**config.mk**
```make
export PLATFORM = sky130hd
export DESIGN_NAME = weighted_table_sampler
export DESIGN_NICKNAME = d
export VERILOG_FILES = /design/src/sv/wts_pkg.sv /design/src/sv/weighted_table_sampler.sv
export SDC_FILE = /design/constraint.sdc
export NUM_CORES = 1
export LEC_CHECK = 0
export CAP_MARGIN = 10
export CORE_UTILIZATION = 30
export CTS_CLUSTER_DIAMETER = 60
export DETAILED_ROUTE_END_ITERATION = 8
export DONT_BUFFER_PORTS = 1
export HOLD_SLACK_MARGIN = 0.03
export PLACE_DENSITY_LB_ADDON = 0.12
export SYNTH_ARGS = -nofsm -noshare
export SYNTH_HDL_FRONTEND = slang
export SYNTH_SLANG_ARGS = --single-unit
```
**constraint.sdc**
```tcl
create_clock -name clk -period 16.7 [get_ports clk]
set_clock_uncertainty 0.05 [all_clocks]
set_input_delay 0.835 -clock clk [delete_from_list [all_inputs] [get_ports clk]]
set_output_delay 0.835 -clock clk [all_outputs]
set_load 0.02 [all_outputs]
```
**src/sv/wts_pkg.sv**
```systemverilog
// Types and codes for the weighted table sampler.
// Used by the top level and its checker; depends on nothing.
package wts_pkg;

  localparam int KEY_W = 31;
  localparam int WGT_W = 16;
  localparam int RND_W = 32;

  typedef enum logic [1:0] {
    OP_CLEAR  = 2'd0,
    OP_APPEND = 2'd1,
    OP_DRAW   = 2'd2,
    OP_NONE   = 2'd3
  } opcode_t;

  typedef enum logic [1:0] {
    ST_OK      = 2'd0,
    ST_EMPTY   = 2'd1,
    ST_FULL    = 2'd2,
    ST_INVALID = 2'd3
  } status_t;

  typedef struct packed {
    logic [1:0]       opcode;
    logic [KEY_W-1:0] entry_key;
    logic [WGT_W-1:0] entry_weight;
    logic [RND_W-1:0] random_value;
  } req_t;

  typedef struct packed {
    logic [KEY_W-1:0] picked_key;
    logic [1:0]       status;
  } rsp_t;

endpackage

```
**src/sv/weighted_table_sampler.sv**
```systemverilog
// Weighted table sampler: keeps (key, running sum) entries in one memory
// and draws keys by a bit-serial modulo followed by a linear table scan.
// Depends on wts_pkg.
//
//  channel | direction | handshake          | payload
//  --------+-----------+--------------------+------------------
//  req     | in        | req_valid/req_stall| wts_pkg::req_t
//  rsp     | out       | rsp_valid/rsp_stall| wts_pkg::rsp_t
//
// Clear, append, unused opcode and a draw on an empty table answer in the
// cycle after acceptance. Draw: accept cycle, restoring modulo (one random
// bit per cycle), table scan with one memory read a cycle, then result load.
// Reset clears the entry count and total; the table needs no clearing pass.
// req_stall is high while an item is in work or a result waits under rsp_stall.
module weighted_table_sampler #(
  parameter int MAX_ENTRIES = 16,
  parameter int WEIGHT_BITS = 16
) (
  input  logic          clk,
  input  logic          rst,
  input  logic          req_valid,
  output logic          req_stall,
  input  wts_pkg::req_t req,
  output logic          rsp_valid,
  input  logic          rsp_stall,
  output wts_pkg::rsp_t rsp
);

  localparam int CNT_W  = $clog2(MAX_ENTRIES + 1);
  localparam int IDX_W  = (MAX_ENTRIES > 1) ? $clog2(MAX_ENTRIES) : 1;
  localparam int SUM_W  = WEIGHT_BITS + IDX_W;
  localparam int KEY_W  = wts_pkg::KEY_W;
  localparam int WGT_W  = wts_pkg::WGT_W;
  localparam int RND_W  = wts_pkg::RND_W;
  localparam int BIT_W  = $clog2(RND_W);
  localparam int MASK_B = (WEIGHT_BITS < WGT_W) ? WEIGHT_BITS : WGT_W;
  localparam logic [WGT_W-1:0] WMASK = WGT_W'((33'd1 << MASK_B) - 33'd1);

  typedef enum logic [1:0] {
    IDLE,
    DIVIDE,
    SEARCH,
    DONE
  } state_t;

  typedef struct packed {
    logic [KEY_W-1:0] key;
    logic [SUM_W-1:0] sum;
  } entry_t;

  state_t            state;
  logic [CNT_W-1:0]  count;
  logic [SUM_W-1:0]  total;
  logic [SUM_W-1:0]  rem;
  logic [RND_W-1:0]  rnd_sh;
  logic [BIT_W-1:0]  bit_cnt;
  logic [IDX_W-1:0]  rd_addr;
  logic              rd_pend;
  logic [KEY_W-1:0]  hit_key;

  entry_t            tbl [MAX_ENTRIES];
  entry_t            rd_data;
  logic              wr_en;
  entry_t            wr_data;

  logic              accept;
  logic              slot_free;
  logic [WGT_W-1:0]  wgt_masked;
  logic [SUM_W-1:0]  wgt;
  logic [SUM_W:0]    rem_sh;
  logic [SUM_W:0]    rem_sub;
  logic              append_ok;
  logic              draw_go;
  logic              rsp_load;

  assign req_stall  = (state != IDLE) || (rsp_valid && rsp_stall);
  assign accept     = req_valid && !req_stall;
  assign slot_free  = !rsp_valid || !rsp_stall;
  assign wgt_masked = req.entry_weight & WMASK;
  assign wgt        = SUM_W'(wgt_masked);
  assign rem_sh     = {rem, rnd_sh[RND_W-1]};
  assign rem_sub    = rem_sh - {1'b0, total};

  assign draw_go  = (req.opcode == wts_pkg::OP_DRAW) && (count != '0) && (total != '0);
  assign rsp_load = ((state == IDLE) && accept && !draw_go) ||
                    ((state == DONE) && slot_free);

  assign append_ok = accept && (req.opcode == wts_pkg::OP_APPEND) &&
                     (req.entry_key != '0) && (wgt_masked != '0) &&
                     (count != CNT_W'(MAX_ENTRIES));
  assign wr_en       = append_ok;
  assign wr_data.key = req.entry_key;
  assign wr_data.sum = total + wgt;

  always_ff @(posedge clk) begin
    if (wr_en) begin
      tbl[count[IDX_W-1:0]] <= wr_data;
    end
    rd_data <= tbl[rd_addr];
  end

  always_ff @(posedge clk) begin
    if (rst) begin
      state     <= IDLE;
      count     <= '0;
      total     <= '0;
      rsp_valid <= 1'b0;
      rd_pend   <= 1'b0;
      rd_addr   <= '0;
    end else begin
      if (rsp_valid && !rsp_stall && !rsp_load) begin
        rsp_valid <= 1'b0;
      end
      case (state)
        IDLE: begin
          if (accept) begin
            case (req.opcode)
              wts_pkg::OP_CLEAR: begin
                count     <= '0;
                total     <= '0;
                rsp       <= '{picked_key: '0, status: wts_pkg::ST_OK};
                rsp_valid <= 1'b1;
              end
              wts_pkg::OP_APPEND: begin
                rsp.picked_key <= '0;
                rsp_valid      <= 1'b1;
                if ((req.entry_key == '0) || (wgt_masked == '0)) begin
                  rsp.status <= wts_pkg::ST_INVALID;
                end else if (count == CNT_W'(MAX_ENTRIES)) begin
                  rsp.status <= wts_pkg::ST_FULL;
                end else begin
                  rsp.status <= wts_pkg::ST_OK;
                  total      <= wr_data.sum;
                  count      <= count + CNT_W'(1);
                end
              end
              wts_pkg::OP_DRAW: begin
                if ((count == '0) || (total == '0)) begin
                  rsp       <= '{picked_key: '0, status: wts_pkg::ST_EMPTY};
                  rsp_valid <= 1'b1;
                end else begin
                  rem     <= '0;
                  rnd_sh  <= req.random_value;
                  bit_cnt <= '1;
                  state   <= DIVIDE;
                end
              end
              default: begin
                rsp       <= '{picked_key: '0, status: wts_pkg::ST_OK};
                rsp_valid <= 1'b1;
              end
            endcase
          end
        end
        DIVIDE: begin
          rnd_sh <= {rnd_sh[RND_W-2:0], 1'b0};
          if (!rem_sub[SUM_W]) begin
            rem <= rem_sub[SUM_W-1:0];
          end else begin
            rem <= rem_sh[SUM_W-1:0];
          end
          bit_cnt <= bit_cnt - BIT_W'(1);
          if (bit_cnt == '0) begin
            rd_addr <= '0;
            rd_pend <= 1'b0;
            state   <= SEARCH;
          end
        end
        SEARCH: begin
          rd_addr <= rd_addr + IDX_W'(1);
          if (rd_pend && (rem < rd_data.sum)) begin
            hit_key <= rd_data.key;
            rd_pend <= 1'b0;
            state   <= DONE;
          end else begin
            rd_pend <= 1'b1;
          end
        end
        DONE: begin
          if (slot_free) begin
            rsp       <= '{picked_key: hit_key, status: wts_pkg::ST_OK};
            rsp_valid <= 1'b1;
            state     <= IDLE;
          end
        end
        default: begin
          state <= IDLE;
        end
      endcase
    end
  end

endmodule

```
==> impl_metrics.py, run 1 <==
metrics = {
    "setup_path": {
        "cp.required_ns": 17.00,
        "worstSetupPathType": "register to register",
        "critPathSlowestCell": "xor2_1",
        "crit_path_end_kind": "register",
        "startpoint": "total[1]$_SDFFE_PP0P_",
        "path_max_fanout": 16,
        "r2r-start": "total[1]$_SDFFE_PP0P_",
        "cp_cell_sequence": "ha_1 -> a211oi_1 -> nor3_1 -> o31ai_1 -> o21ai_2 -> a31oi_1 -> o21ai_0 -> xor2_1",
        "critPathMaxStageDelay_ns": 0.91,
        "cp.arrival_ns": 4.43,
        "start_kind": "register",
    },
    "place": {
        "place_area_mm2": 0.0427,
        "gp_congestion": 0.770,
        "hpwlAfterDp_um": 57000,
        "io_buffers": 0,
    },
    "cells_and_area": {
        "final_util": 0.349,
        "num-nets-final": 2234,
        "design_area_mm2": 0.0465,
        "layout-drive-gt1-share": 0.253,
        "syn_to_final_growth_pct": 15.5,
    },
    "cts": {
        "cts_resized": 0,
        "clkLatencyLatePin_ns": 0.73,
        "cts_buffer_depth": 3,
        "cts_buffers": 114,
        "post_cts_buffers": 0,
        "path_clk_slew_ns": 0.06,
        "cts_root_buf": "clkbuf_16",
        "cts_hold_buf": 0,
        "cts_max_level": 3,
        "cts_tree": "built",
        "clock-sinks": 1021,
    },
    "detailed_routing": {
        "viasPerCell": 4.88,
        "dr.first_iter.drc_count": 1234,
        "ant_nets": 0,
        "drt_pass1_iterations": 7,
        "dr_total_vias": 19200,
        "wl_per_cell_um": 25.7,
        "route.detailed.drc": 0,
        "drt_wl_total_um": 101000,
    },
    "timing": {
        "fmax_mhz": 243,
        "finalSetupViolCount": 0,
        "slew_violations": 0,
        "min_period_over_period": 0.247,
        "period_needed_ns": 4.12,
        "rsz0062_at_grt": "no",
        "worstMarginPinSlew_ns": 1.11,
        "max_slew_margin": 0.255,
        "hold_viol": 0,
        "setup_tns_ns": 0,
    },
    "logic_synthesis": {
        "ys_seq_area_frac": 0.741,
        "synthCells": 1996,
        "async_reset_ff_frac": 0,
        "synth-seq-cells": 1021,
        "syn_area_mm2": 0.0403,
        "synth_area_per_cell_um2": 20.2,
        "synth_edf_count": 937,
        "yosysWarnings": 0,
        "synth_cell_types": 68,
        "syn-num-nets": 2151,
        "synthFlopType": "edfxtp_1",
    },
    "global_route": {
        "grt_pass1_wl_um": 147000,
        "grt-busiest-layer": "met2",
        "antenna_found_initial": 3,
        "grt_use_met1": 0.201,
        "grt_pass1_vias": 20600,
        "gr-usage-met2": 0.244,
        "grt_overflow": 0,
        "track_usage": 0.150,
        "grt_util_met3": 0.0308,
        "grt_max_degree": 90,
    },
    "power": {
        "ir_drop_v": 0.0000954,
        "p_leak_nw": 14.5,
        "power_w": 0.00547,
        "power_density_mw_per_mm2": 118,
    },
    "floorplanning": {
        "dieArea_mm2": 0.136,
        "initial_core_util": 0.302,
        "fp-row-count": 134,
        "die_w_um": 368,
        "core_area_mm2": 0.133,
        "die_h_um": 368,
        "io_pins": 120,
    },
    "hold_path": {
        "hold_start": "req[64]",
        "hold_class": "primary input to register",
    },
    "status": {
        "status": "complete, no violations",
    },
    "job": {
        "cap_viol_max_count": 0,
    },
}
-- cell families (layout without fill, tap and decap cells) --
family          Yosys count  in the layout  synth area share
other cells               0              1                 0
compound gates          172            172            0.0289
mux                     294            294             0.153
flops                  1021           1021             0.741
xor+xnor                 32             32           0.00696
fa+ha+maj                70             70            0.0221
buf+inv                 136            318            0.0131
simple gates            271            271            0.0348
-- stage by stage --
stage	instances	worst slack [ns]	hold WS [ns]
5_1_grt	3946	12.30	0.0906
4_1_cts	3944	12.51	0.0677
3_5_place_dp	3729	12.08	0.339
3_3_place_gp	3728	12.08	0.336
2_1_floorplan	1996	9.56	0.336
6_report	3947	12.58	0.145
-- cell usage after synthesis (all sizes together), types with 5 or more instances --
master / instances / share of area
a211oi: 8 / 0.0015
a21boi: 7 / 0.0013
a21o: 12 / 0.0022
a21oi: 34 / 0.0042
a22oi: 18 / 0.0034
a31oi: 11 / 0.0017
and2: 34 / 0.0053
and3: 5 / 0.00078
buf: 27 / 0.0029
clkbuf: 57 / 0.0053
dfxtp: 84 / 0.042
edfxtp: 937 / 0.70
ha: 68 / 0.021
inv: 52 / 0.0048
mux2: 31 / 0.0087
mux2i: 8 / 0.0020
mux4: 255 / 0.14
nand2: 58 / 0.0054
nand2b: 10 / 0.0016
nand3: 18 / 0.0022
nand4: 6 / 0.00093
nor2: 63 / 0.0061
nor2b: 20 / 0.0031
nor3: 15 / 0.0019
nor4: 17 / 0.0026
o211ai: 5 / 0.0011
o21a: 14 / 0.0026
o21ai: 35 / 0.0045
o21bai: 6 / 0.0011
or3: 6 / 0.00093
xnor2: 24 / 0.0052
xor2: 8 / 0.0017
-- layout make-up --
class	count	area, µm²
diodes	1	2.50
flip-flops and latches	1021	29800
well taps	1768	2210
inverters	52	195
fillers	12400	86800
clock buffers	145	3060
clock inverters	70	727
multi-input cells	839	10100
repair buffers	51	395
-- report_power, final --
part | internal (W) | leakage (nW) | total [W] | switching [W]
registers | 0.00282 | 9.21 | 0.00284 | 0.0000152
logic | 0.0000429 | 3.43 | 0.000128 | 0.0000854
clock network | 0.00146 | 1.83 | 0.00250 | 0.00104
total | 0.00432 | 14.5 | 0.00547 | 0.00114
-- registers in the layout, summed over array words and instances (netlist names), 2 cells and up --
signal	flops
bit_cnt	5
count	5
hit_key	31
rd_addr	4
rd_data	51
rem	20
rnd_sh	32
rsp	33
state	2
tbl	816
total	20
-- critical path, delay by kind of cell, from the launching register on --
| family | cells | cell delay (ns) |
|---|---|---|
| AOI/OAI and AO/OA | 5 | 1.83 |
| xor gates and xnor gates | 1 | 0.91 |
| adders and majority gates | 1 | 0.32 |
| DFF | 1 | 0.53 |
| and+or+nand+nor | 1 | 0.12 |
-- layout by cell type (no fill, tap or decap), types with 11 or more instances in the layout --
| master | Yosys | final |
|---|---|---|
| a21o_1 | 12 | 12 |
| nor2_4 | 1 | 14 |
| mux2_2 | 31 | 31 |
| nand3_1 | 18 | 18 |
| and2_1 | 34 | 34 |
| mux4_2 | 255 | 255 |
| xnor2_1 | 24 | 20 |
| clkbuf_16 | 0 | 114 |
| dfxtp_1 | 84 | 80 |
| clkinv_1 | 0 | 19 |
| a31oi_1 | 11 | 11 |
| nor2b_1 | 20 | 20 |
| a22oi_1 | 18 | 18 |
| nor2_1 | 62 | 49 |
| clkbuf_1 | 57 | 22 |
| nand2_1 | 58 | 58 |
| nor3_1 | 15 | 11 |
| inv_1 | 52 | 52 |
| o21ai_0 | 30 | 30 |
| ha_1 | 68 | 66 |
| buf_4 | 0 | 50 |
| clkinv_2 | 0 | 16 |
| nor4_1 | 17 | 17 |
| a21oi_1 | 34 | 34 |
| o21a_1 | 14 | 14 |
| edfxtp_1 | 937 | 937 |
-- final timing paths --
| path | to | slack (ns) | cells past startpoint |
|---|---|---|---|
| worst max-delay path | tbl[15][15]$_DFFE_PP_ | 12.58 | 8 |
| worst min-delay path | tbl[7][36]$_DFFE_PP_ | 0.15 | 0 |
| worst max register to register | tbl[15][15]$_DFFE_PP_ | 12.58 | 8 |
| worst min register to register | hit_key[14]$_DFFE_PP_ | 0.35 | 0 |
-- metal layers --
metal  wire [µm]  part of all wire
met2       48600              0.48
met1       45600              0.45
met4        2460             0.024
met3        4780             0.047
met5           7          0.000069
(Power assumes the default switching activity.)
==> run 2, diff against run 1 <==
ABC_AREA = 1   (was unset)
clock period = 3.6 ns   (was 16.7 ns; I/O delays follow)
==> run 2 against run 1 <==
  * Final cell count rose by 38%
  * Sequential share of layout area fell by 4.4 points
  * Maximum frequency rose by 24%
  * Critical path type unchanged
  * Largest power group unchanged
==> impl_metrics.py, run 2 <==
metrics = {
    "detailed_routing": {
        "drt_wl_total_um": 125000,
        "dr.first_iter.drc_count": 1789,
        "route.detailed.drc": 0,
        "dr_total_vias": 26200,
        "ant_nets": 0,
        "viasPerCell": 4.82,
        "drt_pass1_iterations": 6,
        "wl_per_cell_um": 23.0,
    },
    "floorplanning": {
        "die_h_um": 379,
        "fp-row-count": 137,
        "die_w_um": 379,
        "core_area_mm2": 0.140,
        "initial_core_util": 0.304,
        "io_pins": 120,
        "dieArea_mm2": 0.144,
    },
    "cts": {
        "path_clk_slew_ns": 0.06,
        "clkLatencyLatePin_ns": 0.75,
        "cts_root_buf": "clkbuf_16",
        "cts_tree": "built",
        "cts_buffer_depth": 3,
        "post_cts_buffers": 0,
        "cts_buffers": 121,
        "cts_max_level": 3,
        "clock-sinks": 1021,
    },
    "global_route": {
        "grt_pass1_vias": 26200,
        "track_usage": 0.173,
        "antenna_found_initial": 4,
        "grt_max_degree": 148,
        "grt_overflow": 0,
        "grt_pass1_wl_um": 181000,
    },
    "hold_path": {
        "hold_class": "primary input to register",
    },
    "power": {
        "ir_drop_v": 0.000354,
        "power_density_mw_per_mm2": 602,
        "power_w": 0.0301,
        "p_leak_nw": 16.9,
    },
    "logic_synthesis": {
        "synth_top_area_share": 0.660,
        "synth_area_leaders": "edfxtp_1 66%, nand2_1 4.7%, dfxtp_1 3.9%",
        "synth.largest_area_cell": "edfxtp_1",
        "yosysMostFrequentCell": "edfxtp_1",
        "synth_top_family_by_area": "simple AND/OR/NAND/NOR gates",
        "synthFlopType": "edfxtp_1",
        "syn_area_mm2": 0.0427,
        "syn-num-nets": 3530,
        "synth_common_cells": "937 x edfxtp_1, 535 x nand2_1, 436 x nor2_1, 203 x o21ai_0, 188 x inv_1",
        "async_reset_ff_frac": 0,
        "synth_fa_ha_area_frac": 0.0209,
        "synth-seq-cells": 1021,
        "synth-simple-area-share": 0.114,
        "ys_seq_area_frac": 0.699,
        "yosysWarnings": 0,
        "synth_xor_area_frac": 0.00411,
        "synth_area_per_cell_um2": 12.6,
        "synth_compound_area_frac": 0.0871,
        "synthMuxAreaShare": 0.0375,
        "synth_cell_types": 45,
        "synth_edf_count": 937,
        "synthCells": 3375,
    },
    "cells_and_area": {
        "syn_to_final_growth_pct": 17.1,
        "design_area_mm2": 0.0499,
        "layout-drive-gt1-share": 0.0985,
        "layout_commonest_cell": "edfxtp_1",
        "mostFrequentLayoutCells": "937 x edfxtp_1, 535 x nand2_1, 419 x nor2_1",
        "num-nets-final": 3622,
        "largest_reg_flops": 816,
    },
    "timing": {
        "max_slew_margin": 0.253,
        "rsz0062_at_grt": "no",
        "fmax_mhz": 300,
        "worstMarginPinSlew_ns": 1.12,
        "finalSetupViolCount": 0,
        "period_needed_ns": 3.33,
        "min_period_over_period": 0.925,
        "slew_violations": 0,
        "hold_viol": 0,
    },
    "place": {
        "gp_congestion": 0.859,
        "hpwlAfterDp_um": 68800,
        "place_area_mm2": 0.0451,
        "io_buffers": 0,
    },
    "job": {
        "cap_viol_max_count": 0,
    },
    "setup_path": {
        "cp_cell_sequence": "inv_1 -> ha_1 -> nand3_1 -> nand3_1 -> nor2_2 -> nand2_1 -> buf_4 -> nor2_4 -> buf_4",
        "cp.arrival_ns": 3.66,
        "cp.required_ns": 3.93,
        "worstSetupPathType": "register to register",
        "path_max_fanout": 29,
        "start_kind": "register",
        "critPathMaxStageDelay_ns": 0.84,
        "critPathSlowestCell": "nor2_4",
        "crit_path_end_kind": "register",
    },
    "status": {
        "status": "complete, no violations",
    },
}
run 2: cell type report:
class	instances	area (µm²)
Fill cell	13900	90300
Sequential cell	1021	29800
Multi-Input combinational cell	1976	11400
Clock buffer	170	3370
Tap cell	1876	2350
Timing Repair Buffer	150	1580
Inverter	197	749
Clock inverter	58	652
Antenna cell	1	2.50
run 2: final timing paths:
kind / slack, ns / from / cells after the start / end
setup / recovery: 0.27 / count[0]$_SDFFE_PP0P_ / 9 / tbl[12][41]$_DFFE_PP_
hold / removal: 0.12 / req[39] / 3 / tbl[8][7]$_DFFE_PP_
setup reg to reg: 0.27 / count[0]$_SDFFE_PP0P_ / 9 / tbl[12][41]$_DFFE_PP_
hold reg to reg: 0.35 / rd_data[20]$_DFF_P_ / 0 / hit_key[0]$_DFFE_PP_
run 2: what timing repair did:
action	in CTS	in global routing
resized for setup	0	0
endpoints found under the hold margin	622	0
hold buffers	74	0
endpoints found under the setup margin	0	1
run 2: worst max-delay path: cells and delay by family, from the launching register on:
kind                       cells  cell delay, ns
adders and majority gates      1            0.22
buffers and inverters          3            0.96
DFF                            1            0.40
and+or+nand+nor                5            1.33
run 2: through the flow:
stage                     setup slack (ns)  hold slack, ns  setup TNS (ns)  std cells   util
after global routing                0.0233           0.118               0       5448  0.356
after floorplan                     -0.526           0.229         -441.11       3375      -
after global placement               0.170           0.209               0       5145  0.322
after CTS                            0.128          0.0698               0       5447  0.356
after detailed placement             0.123           0.213               0       5145  0.322
final                                0.272           0.118               0       5449  0.356
run 2: routing by layer:
layer | GRT usage | share of wire
met1 | 0.236 | 0.46
met2 | 0.279 | 0.47
met3 | 0.0262 | 0.039
met4 | 0.0593 | 0.027
met5 | 0 | 0
run 2: cell families (layout without fill, tap and decap cells):
logic type,after synthesis,in the layout
compound gates,551,551
xor+xnor,20,20
fa+ha+maj,70,70
other cells,0,1
simple gates,1174,1175
mux,160,160
flops,1021,1021
buf+inv,379,575
run 2: where the power goes:
group / internal [W] / total [W] / switching [W]
clock network: 0.00714 / 0.0122 / 0.00507
registers: 0.0136 / 0.0139 / 0.000340
logic: 0.00122 / 0.00395 / 0.00274
total: 0.0219 / 0.0301 / 0.00815
==> run 3, diff against run 2 <==
ABC_CLOCK_PERIOD_IN_PS = 3300   (was unset)
clock period = 3.3 ns   (was 3.6 ns; I/O delays follow)
==> run 3 against run 2 <==
  * First-iteration DRC count is 1.0% higher
  * Utilization is 0.074 points higher
  * Power up 7.4%
  * Register-to-register slack got worse by 0.02 ns
  * Via count rose by 0.11%
  * Cell area rose by 0.21%
  * Largest power group unchanged
==> impl_metrics.py, run 3 (same netlist as run 2, synthesis figures left out) <==
metrics = {
    "hold_path": {
        "hold_class": "primary input to register",
        "min_path_cells": 3,
    },
    "power": {
        "switching_power_w": 0.00875,
        "p_seq_frac": 0.469,
        "power_density_mw_per_mm2": 645,
        "p_clk_frac": 0.396,
        "p_leak_nw": 17.0,
        "internal-power_w": 0.0235,
        "comb_power_share": 0.135,
        "swShare": 0.271,
        "ir_drop_v": 0.000450,
    },
    "setup_path": {
        "r2r_cells": 10,
        "path_delay_family": "simple AND/OR/NAND/NOR gates",
        "cp_cell_sequence": "inv_1 -> ha_1 -> nand3_1 -> inv_1 -> nand2_1 -> nor2_2 -> nand2_1 -> buf_4 -> nor2_4 -> buf_12",
        "critPathBufInv": 4,
        "endpoint": "tbl[10][11]$_DFFE_PP_",
        "critPathMaxStageDelay_ns": 0.87,
        "ff2ff_setup_slack_ns": 0.25,
        "cp.required_ns": 3.63,
        "cp.arrival_ns": 3.38,
        "r2r-start": "state[0]$_SDFFE_PP0P_",
        "worstSetupPathType": "register to register",
        "path_max_fanout": 29,
        "cp.depth": 10,
        "crit_path_end_kind": "register",
        "startpoint": "state[0]$_SDFFE_PP0P_",
        "start_kind": "register",
        "critPathSlowestCell": "nor2_4",
        "r2r-end": "tbl[10][11]$_DFFE_PP_",
    },
    "status": {
        "status": "complete, no violations",
    },
    "cts": {
        "cts_buffer_depth": 3,
        "clock-sinks": 1021,
        "cts_resized": 0,
        "path_clk_slew_ns": 0.05,
        "cts_tree": "built",
        "cts_hold_buf": 74,
        "cts_root_buf": "clkbuf_16",
        "cts_buffers": 118,
        "cts_max_level": 3,
        "clkLatencyLatePin_ns": 0.75,
        "post_cts_buffers": 0,
    },
    "cells_and_area": {
        "layout_commonest_cell": "edfxtp_1",
        "final_util": 0.357,
        "layout-drive-gt1-share": 0.101,
        "num-nets-final": 3633,
        "syn_to_final_growth_pct": 17.3,
        "mostFrequentLayoutCells": "937 x edfxtp_1, 535 x nand2_1, 419 x nor2_1",
        "largest_reg_flops": 816,
    },
    "timing": {
        "min_period_over_period": 0.924,
        "finalSetupViolCount": 0,
        "fmax_mhz": 328,
        "period_needed_ns": 3.05,
        "rsz0062_at_grt": "no",
        "hold_viol": 0,
        "slew_violations": 0,
        "setup_tns_ns": 0,
        "max_slew_margin": 0.217,
        "worstMarginPinSlew_ns": 1.17,
    },
    "place": {
        "hpwlAfterDp_um": 68900,
        "io_buffers": 0,
        "gp_congestion": 0.853,
    },
    "detailed_routing": {
        "viasPerCell": 4.81,
        "dr.first_iter.drc_count": 1807,
        "dr_total_vias": 26300,
        "ant_nets": 0,
        "route.detailed.drc": 0,
        "wl_per_cell_um": 22.8,
        "drt_pass1_iterations": 5,
        "drt_wl_total_um": 124000,
    },
    "floorplanning": {
        "dieArea_mm2": 0.144,
        "initial_core_util": 0.304,
        "core_area_mm2": 0.140,
        "fp-row-count": 137,
        "die_w_um": 379,
        "die_h_um": 379,
        "io_pins": 120,
    },
    "global_route": {
        "grt_pass1_wl_um": 182000,
        "antenna_found_initial": 2,
        "grt_pass1_vias": 26100,
        "grt_overflow": 0,
        "grt_max_degree": 162,
        "track_usage": 0.172,
    },
    "job": {
        "cap_viol_max_count": 0,
    },
}
run 3: changes by cell type in the layout (fill, tap and decap cells not counted), moves of 2 or more:
| cell | delta |
|---|---|
| buf_12 | +14 |
| bufinv_16 | -4 |
| clkbuf_1 | -8 |
| clkbuf_16 | -2 |
| clkbuf_8 | +2 |
| clkinv_1 | +10 |
| clkinv_2 | +3 |
| clkinv_4 | +2 |
| inv_6 | -4 |
run 3: per-layer routing:
layer / share of wire / up-vias / global-route usage
li1: - / 12500 / -
met1: 0.47 / 13200 / 0.238
met2: 0.48 / 449 / 0.285
met3: 0.034 / 130 / 0.0219
met4: 0.017 / 0 / 0.0448
met5: 0 / - / 0
run 3: layout make-up:
class                      count  area [µm²]
antenna                        1        2.50
clock buffer                 162        3320
clock inverter                62         527
fill                       13700       90200
inverter                     197         749
multi-input combinational   1975       11400
sequential                  1021       29800
tap                         1876        2350
timing repair buffer         165        1870
run 3: power groups by stage:
stage | sequential [W] | combinational [W] | clock, W
after floorplan | 0.0153 | 0.00289 | 0
after global placement | 0.0154 | 0.00429 | 0
after detailed placement | 0.0154 | 0.00428 | 0
after CTS | 0.0152 | 0.00446 | 0.0132
after global routing | 0.0152 | 0.00483 | 0.0136
final | 0.0152 | 0.00435 | 0.0128
run 3: worst min-delay path: stages:
cell,delay (ns)
dlygate4sd3_1,0.52
nand2_1,0.05
nand2_1,0.05
run 3: worst min-delay path by stage:
stage               startpoint                      end  slack (ns)
finish                 req[18]     rnd_sh[18]$_DFFE_PP_        0.14
detailed placement         rst  rd_addr[1]$_SDFFE_PP0P_        0.19
global route           req[23]     rnd_sh[23]$_DFFE_PP_        0.12
floorplan              req[48]     tbl[0][20]$_DFFE_PP_        0.21
global placement           rst  rd_addr[1]$_SDFFE_PP0P_        0.19
CTS                    req[19]     rnd_sh[19]$_DFFE_PP_        0.07
run 3: metrics by stage:
| step | setup WS, ns | hold slack [ns] | std cells | area [µm²] | power [W] |
|---|---|---|---|---|---|
| 2_1_floorplan | -0.826 | 0.214 | 3375 | 42700 | 0.0182 |
| 3_5_place_dp | 0.153 | 0.194 | 5160 | 45400 | 0.0197 |
| 3_3_place_gp | 0.213 | 0.195 | 5160 | 45400 | 0.0197 |
| 4_1_cts | 0.167 | 0.0665 | 5458 | 50000 | 0.0328 |
| 5_1_grt | 0.0217 | 0.123 | 5458 | 50000 | 0.0336 |
| 6_report | 0.250 | 0.137 | 5459 | 50000 | 0.0323 |
